--- config.mk ---
export PLATFORM = sky130hd
export DESIGN_NAME = midi_track_event_packer
export DESIGN_NICKNAME = d
export VERILOG_FILES = /design/src/design/mtep_pkg.sv /design/src/design/mtep_in_reg.sv /design/src/design/mtep_parser.sv /design/src/design/mtep_out_reg.sv /design/src/design/midi_track_event_packer.sv
export SDC_FILE = /design/constraint.sdc
export NUM_CORES = 1
export LEC_CHECK = 0
export ABC_CLOCK_PERIOD_IN_PS = 11000
export CORE_UTILIZATION = 47
export CTS_CLUSTER_DIAMETER = 80
export DETAILED_ROUTE_END_ITERATION = 10
export DONT_BUFFER_PORTS = 1
export PLACE_DENSITY = 0.64
export REMOVE_ABC_BUFFERS = 1
export SYNTH_ARGS = -nofsm -noshare
export SYNTH_HDL_FRONTEND = slang
export SYNTH_SLANG_ARGS = --single-unit
--- constraint.sdc ---
create_clock -name clk_i -period 11 [get_ports clk_i]
set_clock_uncertainty 0.1 [all_clocks]
set_input_delay 1.65 -clock clk_i [delete_from_list [all_inputs] [get_ports clk_i]]
set_output_delay 1.65 -clock clk_i [all_outputs]
set_load 0.02 [all_outputs]
--- src/design/mtep_pkg.sv ---
// Shared item types and result kinds for the MIDI track event packer.
package mtep_pkg;

  typedef enum logic [1:0] {
    KIND_UNIT   = 2'd0,
    KIND_EOT    = 2'd1,
    KIND_BAD_ID = 2'd2
  } kind_e;

  typedef struct packed {
    logic [7:0] data_byte;
    logic       new_track;
  } in_item_t;

  typedef struct packed {
    kind_e       kind;
    logic [31:0] word_low;
    logic [31:0] word_high;
  } out_item_t;

  typedef struct packed {
    logic      emit;
    out_item_t item;
  } step_res_t;

endpackage

--- src/design/mtep_in_reg.sv ---
// Input register that holds one accepted item until the parser takes it.
module mtep_in_reg (
  input  logic              clk_i,
  input  logic              rst_ni,
  input  logic              in_valid_i,
  output logic              in_stall_o,
  input  mtep_pkg::in_item_t in_item_i,
  input  logic              take_i,
  output logic              valid_o,
  output mtep_pkg::in_item_t item_o
);
  import mtep_pkg::*;

  logic     valid_q, valid_d;
  logic     accept;
  in_item_t item_q;

  assign in_stall_o = valid_q & ~take_i;
  assign accept     = in_valid_i & ~in_stall_o;
  assign valid_d    = accept | (valid_q & ~take_i);
  assign valid_o    = valid_q;
  assign item_o     = item_q;

  always_ff @(posedge clk_i or negedge rst_ni) begin
    if (!rst_ni) begin
      valid_q <= 1'b0;
    end else begin
      valid_q <= valid_d;
    end
  end

  always_ff @(posedge clk_i) begin
    if (accept) begin
      item_q <= in_item_i;
    end
  end

endmodule

--- src/design/mtep_parser.sv ---
// Track chunk parser state and the single-byte step logic.
module mtep_parser (
  input  logic                clk_i,
  input  logic                rst_ni,
  input  logic                advance_i,
  input  mtep_pkg::in_item_t  item_i,
  output mtep_pkg::step_res_t res_o
);
  import mtep_pkg::*;

  localparam logic [31:0] TRACK_ID         = 32'h4D54_726B;
  localparam logic [3:0]  STATUS_SYSTEM    = 4'hF;
  localparam logic [3:0]  PROGRAM_CHANGE   = 4'hC;
  localparam logic [3:0]  CHANNEL_PRESSURE = 4'hD;
  localparam logic [7:0]  META_STATUS      = 8'hFF;
  localparam logic [7:0]  SYSEX_START      = 8'hF0;
  localparam logic [7:0]  SYSEX_END        = 8'hF7;
  localparam logic [7:0]  END_OF_TRACK     = 8'h2F;
  localparam logic [2:0]  HEADER_ID_LAST   = 3'd3;
  localparam logic [2:0]  HEADER_LAST      = 3'd7;
  localparam logic [2:0]  UNIT_LAST        = 3'd7;

  typedef enum logic [2:0] {
    PH_HEADER, PH_DELTA, PH_STATUS, PH_DATA1,
    PH_DATA2, PH_META_TYPE, PH_LENGTH, PH_PAYLOAD
  } phase_e;

  phase_e      ph_q, ph_d, ph_e;
  logic [31:0] hshift_q, hshift_d, hshift_e;
  logic [2:0]  hcnt_q, hcnt_d, hcnt_e;
  logic [31:0] delta_q, delta_d, delta_e;
  logic [31:0] lenacc_q, lenacc_d, lenacc_e;
  logic [31:0] left_q, left_d, left_e;
  logic [63:0] buf_q, buf_d, buf_e;
  logic [2:0]  pos_q, pos_d, pos_e;
  logic [7:0]  rs_q, rs_d, rs_e;
  logic [7:0]  cs_q, cs_d, cs_e;
  logic [7:0]  fd_q, fd_d, fd_e;
  logic [7:0]  mt_q, mt_d, mt_e;

  logic [7:0]  b;
  logic        clr;
  logic        sys_pre, sys_post;
  logic [31:0] len, count;
  logic [63:0] nb;
  step_res_t   res;

  assign b   = item_i.data_byte;
  assign clr = item_i.new_track;

  always_comb begin
    ph_e     = clr ? PH_HEADER : ph_q;
    hshift_e = clr ? '0 : hshift_q;
    hcnt_e   = clr ? '0 : hcnt_q;
    delta_e  = clr ? '0 : delta_q;
    lenacc_e = clr ? '0 : lenacc_q;
    left_e   = clr ? '0 : left_q;
    buf_e    = clr ? '0 : buf_q;
    pos_e    = clr ? '0 : pos_q;
    rs_e     = clr ? '0 : rs_q;
    cs_e     = clr ? '0 : cs_q;
    fd_e     = clr ? '0 : fd_q;
    mt_e     = clr ? '0 : mt_q;

    ph_d     = ph_e;
    hshift_d = hshift_e;
    hcnt_d   = hcnt_e;
    delta_d  = delta_e;
    lenacc_d = lenacc_e;
    left_d   = left_e;
    buf_d    = buf_e;
    pos_d    = pos_e;
    rs_d     = rs_e;
    cs_d     = cs_e;
    fd_d     = fd_e;
    mt_d     = mt_e;

    res           = '0;
    res.item.kind = KIND_UNIT;

    sys_pre  = 1'b0;
    sys_post = 1'b0;
    len      = '0;
    count    = '0;
    nb       = buf_e;
    for (int i = 0; i < 8; i++) begin
      if (pos_e == 3'(i)) begin
        nb[8*i +: 8] = b;
      end
    end

    unique case (ph_e)
      PH_HEADER: begin
        hcnt_d = hcnt_e + 3'd1;
        if (!hcnt_e[2]) begin
          hshift_d = {hshift_e[23:0], b};
          if (hcnt_e == HEADER_ID_LAST && hshift_d != TRACK_ID) begin
            hcnt_d             = '0;
            res.emit           = 1'b1;
            res.item.kind      = KIND_BAD_ID;
            res.item.word_low  = hshift_d;
          end
        end else if (hcnt_e == HEADER_LAST) begin
          delta_d = '0;
          ph_d    = PH_DELTA;
        end
      end

      PH_DELTA: begin
        delta_d = {delta_e[24:0], b[6:0]};
        if (!b[7]) begin
          ph_d = PH_STATUS;
        end
      end

      PH_STATUS: begin
        if (!b[7]) begin
          cs_d = rs_e;
          fd_d = b;
          if (rs_e[7:4] == PROGRAM_CHANGE || rs_e[7:4] == CHANNEL_PRESSURE) begin
            res.emit           = 1'b1;
            res.item.word_low  = delta_e;
            res.item.word_high = {16'h0, b, rs_e};
            rs_d               = rs_e;
            delta_d            = '0;
            ph_d               = PH_DELTA;
          end else begin
            ph_d = PH_DATA2;
          end
        end else begin
          cs_d = b;
          if (b[7:4] != STATUS_SYSTEM) begin
            ph_d = PH_DATA1;
          end else if (b == META_STATUS) begin
            rs_d = '0;
            ph_d = PH_META_TYPE;
          end else if (b == SYSEX_START || b == SYSEX_END) begin
            rs_d               = '0;
            lenacc_d           = '0;
            ph_d               = PH_LENGTH;
            res.emit           = 1'b1;
            res.item.word_low  = delta_e;
            res.item.word_high = {24'h0, b};
          end else begin
            delta_d = '0;
            ph_d    = PH_DELTA;
          end
        end
      end

      PH_DATA1: begin
        fd_d = b;
        if (cs_e[7:4] == PROGRAM_CHANGE || cs_e[7:4] == CHANNEL_PRESSURE) begin
          res.emit           = 1'b1;
          res.item.word_low  = delta_e;
          res.item.word_high = {16'h0, b, cs_e};
          rs_d               = cs_e;
          delta_d            = '0;
          ph_d               = PH_DELTA;
        end else begin
          ph_d = PH_DATA2;
        end
      end

      PH_DATA2: begin
        res.emit           = 1'b1;
        res.item.word_low  = delta_e;
        res.item.word_high = {8'h0, b, fd_e, cs_e};
        rs_d               = cs_e;
        delta_d            = '0;
        ph_d               = PH_DELTA;
      end

      PH_META_TYPE: begin
        mt_d     = b;
        lenacc_d = '0;
        ph_d     = PH_LENGTH;
        if (b != END_OF_TRACK) begin
          res.emit           = 1'b1;
          res.item.word_low  = delta_e;
          res.item.word_high = {16'h0, b, META_STATUS};
        end
      end

      PH_LENGTH: begin
        lenacc_d = {lenacc_e[24:0], b[6:0]};
        if (!b[7]) begin
          if (cs_e == META_STATUS && mt_e == END_OF_TRACK) begin
            ph_d          = PH_HEADER;
            hshift_d      = '0;
            hcnt_d        = '0;
            delta_d       = '0;
            lenacc_d      = '0;
            left_d        = '0;
            buf_d         = '0;
            pos_d         = '0;
            rs_d          = '0;
            cs_d          = '0;
            fd_d          = '0;
            mt_d          = '0;
            res.emit      = 1'b1;
            res.item.kind = KIND_EOT;
          end else begin
            sys_pre  = (cs_e == SYSEX_START) && (lenacc_d != '0);
            len      = sys_pre ? lenacc_d + 32'd1 : lenacc_d;
            sys_post = sys_pre && (len != '0);
            count    = {3'b0, len[31:3]} + {31'b0, |len[2:0]};
            buf_d    = sys_post ? {56'h0, SYSEX_START} : '0;
            pos_d    = sys_post ? 3'd1 : 3'd0;
            left_d   = (sys_pre && !sys_post) ? '0 : lenacc_d;
            if (left_d == '0) begin
              delta_d = '0;
              ph_d    = PH_DELTA;
            end else begin
              ph_d = PH_PAYLOAD;
            end
            res.emit           = 1'b1;
            res.item.word_low  = len;
            res.item.word_high = count;
          end
        end
      end

      PH_PAYLOAD: begin
        left_d = left_e - 32'd1;
        if (pos_e == UNIT_LAST || left_d == '0) begin
          res.emit           = 1'b1;
          res.item.word_low  = nb[31:0];
          res.item.word_high = nb[63:32];
          buf_d              = '0;
          pos_d              = '0;
          if (left_d == '0) begin
            delta_d = '0;
            ph_d    = PH_DELTA;
          end
        end else begin
          buf_d = nb;
          pos_d = pos_e + 3'd1;
        end
      end
    endcase
  end

  assign res_o = res;

  always_ff @(posedge clk_i or negedge rst_ni) begin
    if (!rst_ni) begin
      ph_q     <= PH_HEADER;
      hshift_q <= '0;
      hcnt_q   <= '0;
      delta_q  <= '0;
      lenacc_q <= '0;
      left_q   <= '0;
      buf_q    <= '0;
      pos_q    <= '0;
      rs_q     <= '0;
      cs_q     <= '0;
      fd_q     <= '0;
      mt_q     <= '0;
    end else if (advance_i) begin
      ph_q     <= ph_d;
      hshift_q <= hshift_d;
      hcnt_q   <= hcnt_d;
      delta_q  <= delta_d;
      lenacc_q <= lenacc_d;
      left_q   <= left_d;
      buf_q    <= buf_d;
      pos_q    <= pos_d;
      rs_q     <= rs_d;
      cs_q     <= cs_d;
      fd_q     <= fd_d;
      mt_q     <= mt_d;
    end
  end

endmodule

--- src/design/mtep_out_reg.sv ---
// Result register that holds one item for the output channel.
module mtep_out_reg (
  input  logic                clk_i,
  input  logic                rst_ni,
  input  logic                advance_i,
  input  mtep_pkg::step_res_t res_i,
  output logic                ready_o,
  output logic                out_valid_o,
  input  logic                out_stall_i,
  output mtep_pkg::out_item_t out_item_o
);
  import mtep_pkg::*;

  logic      valid_q, valid_d;
  logic      load;
  out_item_t item_q;

  assign ready_o     = ~valid_q | ~out_stall_i;
  assign load        = ready_o & advance_i & res_i.emit;
  assign valid_d     = ready_o ? (advance_i & res_i.emit) : valid_q;
  assign out_valid_o = valid_q;
  assign out_item_o  = item_q;

  always_ff @(posedge clk_i or negedge rst_ni) begin
    if (!rst_ni) begin
      valid_q <= 1'b0;
    end else begin
      valid_q <= valid_d;
    end
  end

  always_ff @(posedge clk_i) begin
    if (load) begin
      item_q <= res_i.item;
    end
  end

endmodule

--- src/design/midi_track_event_packer.sv ---
// Top level of the MIDI track event packer.
// Each byte passes from the input register through the parser step into the result register.
// Throughput: one byte per cycle while the output side does not stall.
// A held result stalls the input only while the output side stalls.
// Reset: asynchronous, active low; parser expects a track header, both registers empty.
module midi_track_event_packer (
  input  logic                clk_i,
  input  logic                rst_ni,
  input  logic                in_valid_i,
  output logic                in_stall_o,
  input  mtep_pkg::in_item_t  in_item_i,
  output logic                out_valid_o,
  input  logic                out_stall_i,
  output mtep_pkg::out_item_t out_item_o
);
  import mtep_pkg::*;

  logic      held_valid;
  in_item_t  held_item;
  logic      out_ready;
  logic      advance;
  step_res_t res;

  assign advance = held_valid & out_ready;

  mtep_in_reg u_in_reg (
    .clk_i      (clk_i),
    .rst_ni     (rst_ni),
    .in_valid_i (in_valid_i),
    .in_stall_o (in_stall_o),
    .in_item_i  (in_item_i),
    .take_i     (advance),
    .valid_o    (held_valid),
    .item_o     (held_item)
  );

  mtep_parser u_parser (
    .clk_i     (clk_i),
    .rst_ni    (rst_ni),
    .advance_i (advance),
    .item_i    (held_item),
    .res_o     (res)
  );

  mtep_out_reg u_out_reg (
    .clk_i       (clk_i),
    .rst_ni      (rst_ni),
    .advance_i   (advance),
    .res_i       (res),
    .ready_o     (out_ready),
    .out_valid_o (out_valid_o),
    .out_stall_i (out_stall_i),
    .out_item_o  (out_item_o)
  );

endmodule

[Word level (Yosys, flattened, before mapping)]
Index checks and enable logic that the tools add are counted.
Storage, ports and cells
  output and inout bits: 68
  bits in registers: 310
Operators by class
  equal/unequal tests: 29
  $add $sub $neg: 5
  bitwise operators: 12
  reductions and logical operators: 17
  mux-type cells: 124
Operators by type and width (count)
  32-bit two-way mux: 30
  64-bit two-way mux: 13
  32-bit one-hot mux with 7 select lines: 2
  8-bit two-way mux: 28
  32-bit one-hot mux with 6 select lines: 1
  32-bit one-hot mux with 2 select lines: 2
  64-bit one-hot mux with 2 select lines: 1
  32-bit one-hot mux with 3 select lines: 1
  3-bit two-way mux: 24
  35-bit two-way mux: 2
  67-bit two-way mux: 1
  32-bit logical NOT: 2
  32-bit nonzero test: 2
  8-bit == test (second input constant): 5
  32-bit by 1-bit adder with 32-bit output (second input constant): 1
  32-bit by 31-bit != test with 1-bit output (second input constant): 1
  8-bit one-hot mux with 2 select lines: 2
  8-bit one-hot mux with 4 select lines: 1
  32-bit by 1-bit subtractor with 32-bit output (second input constant): 1
  29-bit by 1-bit adder with 30-bit output: 1
  3-bit == test (second input constant): 9
  3-bit one-hot mux with 8 select lines: 1
  8-bit one-hot mux with 3 select lines: 1
  4-bit == test (second input constant): 4
  other kinds (18): 51

[Logic depth before layout (Yosys ltp)]
  word-level depth: 14
  gate-level depth with buffers: 22
  gate-level depth less buffers: 14

[By module]
Synthesis repeated with hierarchy kept, for this count alone.
Unflattened totals
  cell total of the unflattened synthesis: 1918
  area total of the unflattened synthesis: 17810.8 um^2
By module, submodules not included
  mtep_parser: area each 15453.6 um^2, instances 1, seq. area each 5455.2 um^2, cells each 1832
  mtep_out_reg: area each 2023.2 um^2, instances 1, seq. area each 2006.9 um^2, cells each 71
  mtep_in_reg: area each 327.8 um^2, instances 1, seq. area each 295.3 um^2, cells each 14
  midi_track_event_packer: area each 6.3 um^2, instances 1, seq. area each 0.0 um^2, cells each 1

[Worst setup path before layout]
OpenSTA, ideal clock, no wires.
  kind: reg2reg
  start: register u_in_reg.item_q (netlist bit u_in_reg.item_o[0])
  end: register u_out_reg.item_q (netlist bit u_out_reg.out_item_o[0]), enable pin
  buffers on the path: 10
  stages on the path, launching flop included: 20
  setup slack: 2741 ps
  arrival: 7645 ps
  required time: 10386 ps
  path through: edfxtp_1 > clkbuf_1 > buf_2 > inv_1 > clkbuf_1 > buf_1 > clkbuf_1 > buf_1 > buf_1 > nand2_1 > ha_1 > clkbuf_1 > a32oi_1 > o2111ai_1 > or4_1 > nor4_1 > o21ai_1 > buf_2 > clkbuf_1 > a21oi_1
Between the ends
  longest elaborated chain between the ends: 7
  elaborated cells between the ends (all ways): 35
  classes of those cells: add/sub: 1; eq/ne: 13; mux: 14; bitwise: 1; reduce/logical: 6
Ends and longest elaborated chain
  start: declaration: line mtep_in_reg.sv:16  | in_item_t item_q;
  start signal: assignment: line mtep_in_reg.sv:34  | item_q <= in_item_i;
  32-bit two-way mux, or another cell as far along: line mtep_parser.sv:57  | left_e = clr ? '0 : left_q;
  32-bit by 1-bit subtractor with 32-bit output, or another cell as far along: line mtep_parser.sv:225  | left_d = left_e - 32'd1;
  32-bit logical NOT, or another cell as far along: line mtep_parser.sv:226  | if (pos_e == UNIT_LAST || left_d == '0) begin
  1-bit logical OR, or another cell as far along: line mtep_parser.sv:226
  1-bit two-way mux, or another cell as far along: line mtep_parser.sv:226
  1-bit one-hot mux with 7 select lines (*): line mtep_parser.sv:92  | unique case (ph_e)
  1-bit bitwise AND (*): line mtep_out_reg.sv:19  | assign load = ready_o & advance_i & res_i.emit;
  named net u_out_reg.load: line mtep_out_reg.sv:15  | logic load;
  end signal: assignment: line mtep_out_reg.sv:34  | item_q <= res_i.item;
  end: declaration: line mtep_out_reg.sv:16  | out_item_t item_q;
The timed path passes the listed nets; every way through them passes the cells marked *.
A chain may end at the register's enable or synchronous reset.

[Final worst setup path]
  start: register u_parser.left_q[3]
  end: register u_parser.buf_q[34]
Between the ends
  longest elaborated chain between the ends: 6
Ends and longest elaborated chain
  start: declaration: line mtep_parser.sv:33  | logic [31:0] left_q, left_d, left_e;
  start signal: assignment: line mtep_parser.sv:266  | left_q <= left_d;
  32-bit two-way mux: line mtep_parser.sv:57
  32-bit by 1-bit subtractor with 32-bit output: line mtep_parser.sv:225
  32-bit logical NOT: line mtep_parser.sv:226
  1-bit logical OR: line mtep_parser.sv:226
  64-bit two-way mux: line mtep_parser.sv:226
  64-bit one-hot mux with 2 select lines: line mtep_parser.sv:92
  end signal: assignment: line mtep_parser.sv:267  | buf_q <= buf_d;
  end: declaration: line mtep_parser.sv:34  | logic [63:0] buf_q, buf_d, buf_e;
Every way passes these cells.

==> metrics.csv <==
stage;metric;value;unit
outcome;status;finished, final reports clean;
synthesis;Synth top cells by count;dfrtp_1 (220), nand2_1 (159), o21ai_0 (137), clkbuf_1 (127), nor2_1 (113);
setup_path;nature of the critical path startpoint;register;
cts;CTS H-tree depth;2;
setup_path;number of buffers and inverters on the critical path;0;
cts;Clock Pin Slew Worst Setup and Hold Paths;0.06;ns
sta;Final Hold Viols;0;
cells_and_area;area grow syn2layout;7.59;%
synthesis;area leader, netlist;dfrtp_1;
setup_path;Crit. End Element;register;
cts;CTS max path bufs;3;
power_and_ir_drop;LEAKAGE;6.99;nW
power_and_ir_drop;Power Dens Cells;179;mW/mm²
cts;hold_buf cts;0;
global_route;GR Overflow Total;0;
synthesis;main flop type after synthesis;dfrtp_1;
synthesis;Post-Synthesis Cells;1787;
flow_run;Max-Cap Viols;0;
routing;Detailed Route Iter0 Violations;1954;
synthesis;Mean Syn Cell Area;9.47;µm²
cells_and_area;final core utilization;51.3;%
synthesis;number of synthesized flops with an enable pin;75;
global_route;global-route wire length before repair;88700;µm
global_route;largest net degree at the start of global routing;221;
routing;Routed WL;58800;µm
setup_path;CP Max Fanout;18;
global_route;routing usage on met3;5.79;%
global_route;routing usage on met2;47.5;%
synthesis;synth warn;0;
floorplanning;DIE WIDTH;192;µm
cts;number of gates resized after cts;0;
synthesis;Mapped Area;0.0169;mm²
setup_path;most frequent CP cell;nor4_1;
setup_path;CP delay by family, top;simple AND/OR/NAND/NOR gates;
cts;CTS tree;yes;
floorplanning;row cnt;69;
synthesis;Netlist cell types;84;
power_and_ir_drop;Comb pwr share;21.9;%
cells_and_area;Seq. cell area;0.00776;mm²
placement;Port Buffers;0;
synthesis;Seq/Total Area, Yosys;45.9;%
synthesis;Synth area leaders;dfrtp_1 (33%), edfxtp_1 (13%), a22o_1 (5.1%);
sta;worst slew pin tran;1.29;ns
cells_and_area;diode count;0;
routing;antenna-violating nets left;0;
synthesis;FFs w/ async S/R, synth;74.6;%
floorplanning;effective utilization at floorplan;47.7;%
floorplanning;Ports;81;
synthesis;Synth top area share;32.5;%
routing;Routed wire per std cell;27.0;µm
power_and_ir_drop;Seq pwr share;43.8;%
floorplanning;die area;0.0368;mm²
global_route;vias in the first global route;14400;
synthesis;#FFs+latches synth;295;
cells_and_area;share of layout cells above drive strength 1;7.06;%
setup_path;worst stage delay on the critical path;0.94;ns
cts;Root Driver;clkbuf_16;
routing;First-pass DRT Iterations;9;
synthesis;count leader, synth;dfrtp_1;
sta;Peak Freq;168;MHz
cts;clock latency at the later pin of the worst-skew pair;0.53;ns
power_and_ir_drop;Psw;0.00113;W
global_route;met1 Usage GRT;46.0;%
setup_path;WS Path Type;register to register;
power_and_ir_drop;Max VDD drop;0.138;mV
setup_path;required time of the critical path;11.30;ns
sta;final worst-path cycle share;54.0;%
sta;Final Max Tran Viols;0;
setup_path;Critical Path AT;6.24;ns
placement;routability congestion estimate;0.955;
cts;TritonCTS sink count;295;
cts;TritonCTS buffer count;34;
sta;Min Hold Slack;0.378;ns
routing;DRC viols;0;
cells_and_area;Nets;1718;
setup_path;crit path max-delay cell type;nor4_1;
routing;Vias/cell;7.06;
cts;Post CTS Setup Buffer Count;0;
floorplanning;Die Span Y;192;µm
sta;Setup-failing EPs final;0;
global_route;initial antenna violation count;0;
sta;RSZ-0062 raised after global routing;no;
placement;hpwl dp;37800;µm
placement;Area after DPL;0.0171;mm²
power_and_ir_drop;Sw Ratio;34.7;%
setup_path;crit-path cells;nor4_1 -> nand4b_1 -> nor4_1 -> o2111ai_1 -> or4_1 -> nor4_1 -> or3_1 -> o21ai_1 -> a22o_1;
cells_and_area;multi-input logic area;0.00850;mm²
global_route;GRT Util Overall;31.9;%
global_route;global route hottest layer;met2;
setup_path;setup slack, reg-to-reg;5.06;ns
hold_path;worst min path class;register to register;
power_and_ir_drop;clock network power share;34.3;%
power_and_ir_drop;Int Pwr;0.00212;W
cells_and_area;Final Cell Area;0.0182;mm²
sta;Rel. slew slack;13.4;%
cells_and_area;Filler cells;3206;
sta;min cycle time layout;5.94;ns
routing;via count of the routed design;15400;
floorplanning;core area;0.0355;mm²
## layout make-up
cell class / instances / area share, %
Clock buffer: 50 / 5.45
Clock inverter: 11 / 0.536
Inverter: 19 / 0.392
Multi-Input combinational cell: 1312 / 46.7
Sequential cell: 295 / 42.6
Tap cell: 461 / 3.17
Timing Repair Buffer: 28 / 1.15
## registers in the layout, summed over array words and instances, names as in the netlist
signal	count
u_out_reg.out_item_o	66
u_in_reg.valid_o	1
u_out_reg.out_valid_o	1
u_parser.left_q	32
u_parser.mt_q	8
u_parser.rs_q	8
u_parser.delta_q	32
u_parser.fd_q	8
u_parser.pos_q	3
u_parser.ph_q	3
u_parser.lenacc_q	25
u_parser.hcnt_q	3
u_parser.buf_q	64
u_parser.hshift_q	24
u_parser.cs_q	8
u_in_reg.item_o	9
## cell usage in the layout, fill, tap and decap left out, types with 12 or more instances in the layout
cell,Yosys,final
a32o_1,18,18
clkbuf_16,0,35
xnor2_1,36,36
nor4_1,50,50
a222oi_1,14,14
edfxtp_1,75,75
or4_1,17,17
o22ai_1,12,12
dfrtp_1,220,220
nand2_1,159,158
o21ai_0,137,136
nor3b_1,14,14
or3_1,15,15
o221ai_1,20,20
nand3_1,32,32
nor3_1,50,49
a22oi_1,74,74
a221o_1,23,23
ha_1,15,15
a21oi_1,90,88
xor2_1,23,23
and3_1,38,38
nand4_1,32,32
nor4b_1,13,13
inv_1,17,16
a22o_1,99,99
buf_4,2,28
nor2_1,113,110
nor2b_1,31,31
## worst register-to-register path: stages (launching register included)
cell       delay, ns
dfrtp_1         0.48
nor4_1          0.70
nand4b_1        0.70
nor4_1          0.58
o2111ai_1       0.16
or4_1           0.55
nor4_1          0.94
or3_1           0.86
o21ai_1         0.39
a22o_1          0.36
## path summary, 6_finish.rpt
kind	from	endpoint	depth (start not counted)
setup / recovery	u_parser.left_q[3]	u_parser.buf_q[34]	9
hold / removal	u_parser.pos_q[2]	u_parser.pos_q[2]	2
setup reg to reg	u_parser.left_q[3]	u_parser.buf_q[34]	9
hold reg to reg	u_parser.pos_q[2]	u_parser.pos_q[2]	2
max in group asynchronous	rst_ni	u_parser.buf_q[58]	0
min in group asynchronous	rst_ni	u_parser.buf_q[27]	0
## power by group through the flow
stage | clock network (W) | logic, W | registers [W]
floorplan | 0 | 0.000461 | 0.00141
global placement | 0 | 0.000686 | 0.00144
detailed placement | 0 | 0.000692 | 0.00144
CTS | 0.00113 | 0.000696 | 0.00142
global route | 0.00117 | 0.000770 | 0.00144
finish | 0.00112 | 0.000712 | 0.00143
## metrics by stage
stage | setup TNS (ns) | power (W) | worst slack, ns | std cells
finish | 0 | 0.00326 | 5.06 | 2176
global route | 0 | 0.00339 | 4.68 | 2176
CTS | 0 | 0.00325 | 5.24 | 2176
detailed placement | 0 | 0.00213 | 5.24 | 2115
global placement | 0 | 0.00212 | 5.45 | 2115
floorplan | -38.01 | 0.00187 | -0.569 | 1626
## routing by layer
metal | up-vias | wire length (µm) | share of wire, %
met5 | - | 0 | 0
met4 | 0 | 2130 | 3.6
met3 | 147 | 5530 | 9.4
met2 | 918 | 25900 | 44
met1 | 7626 | 25200 | 43
li1 | 6666 | - | -
## kinds of logic (layout without fill, tap and decap cells)
family	count (synthesis)	count (layout)	share of synthesized area, %
flops	295	295	45.9
simple gates	640	640	20.5
xor+xnor	59	59	3.05
compound gates	587	587	24.6
buf+inv	180	108	4.28
fa+ha+maj	15	15	1.11
mux	11	11	0.651
Note: power is estimated with default switching activity, not from simulation.
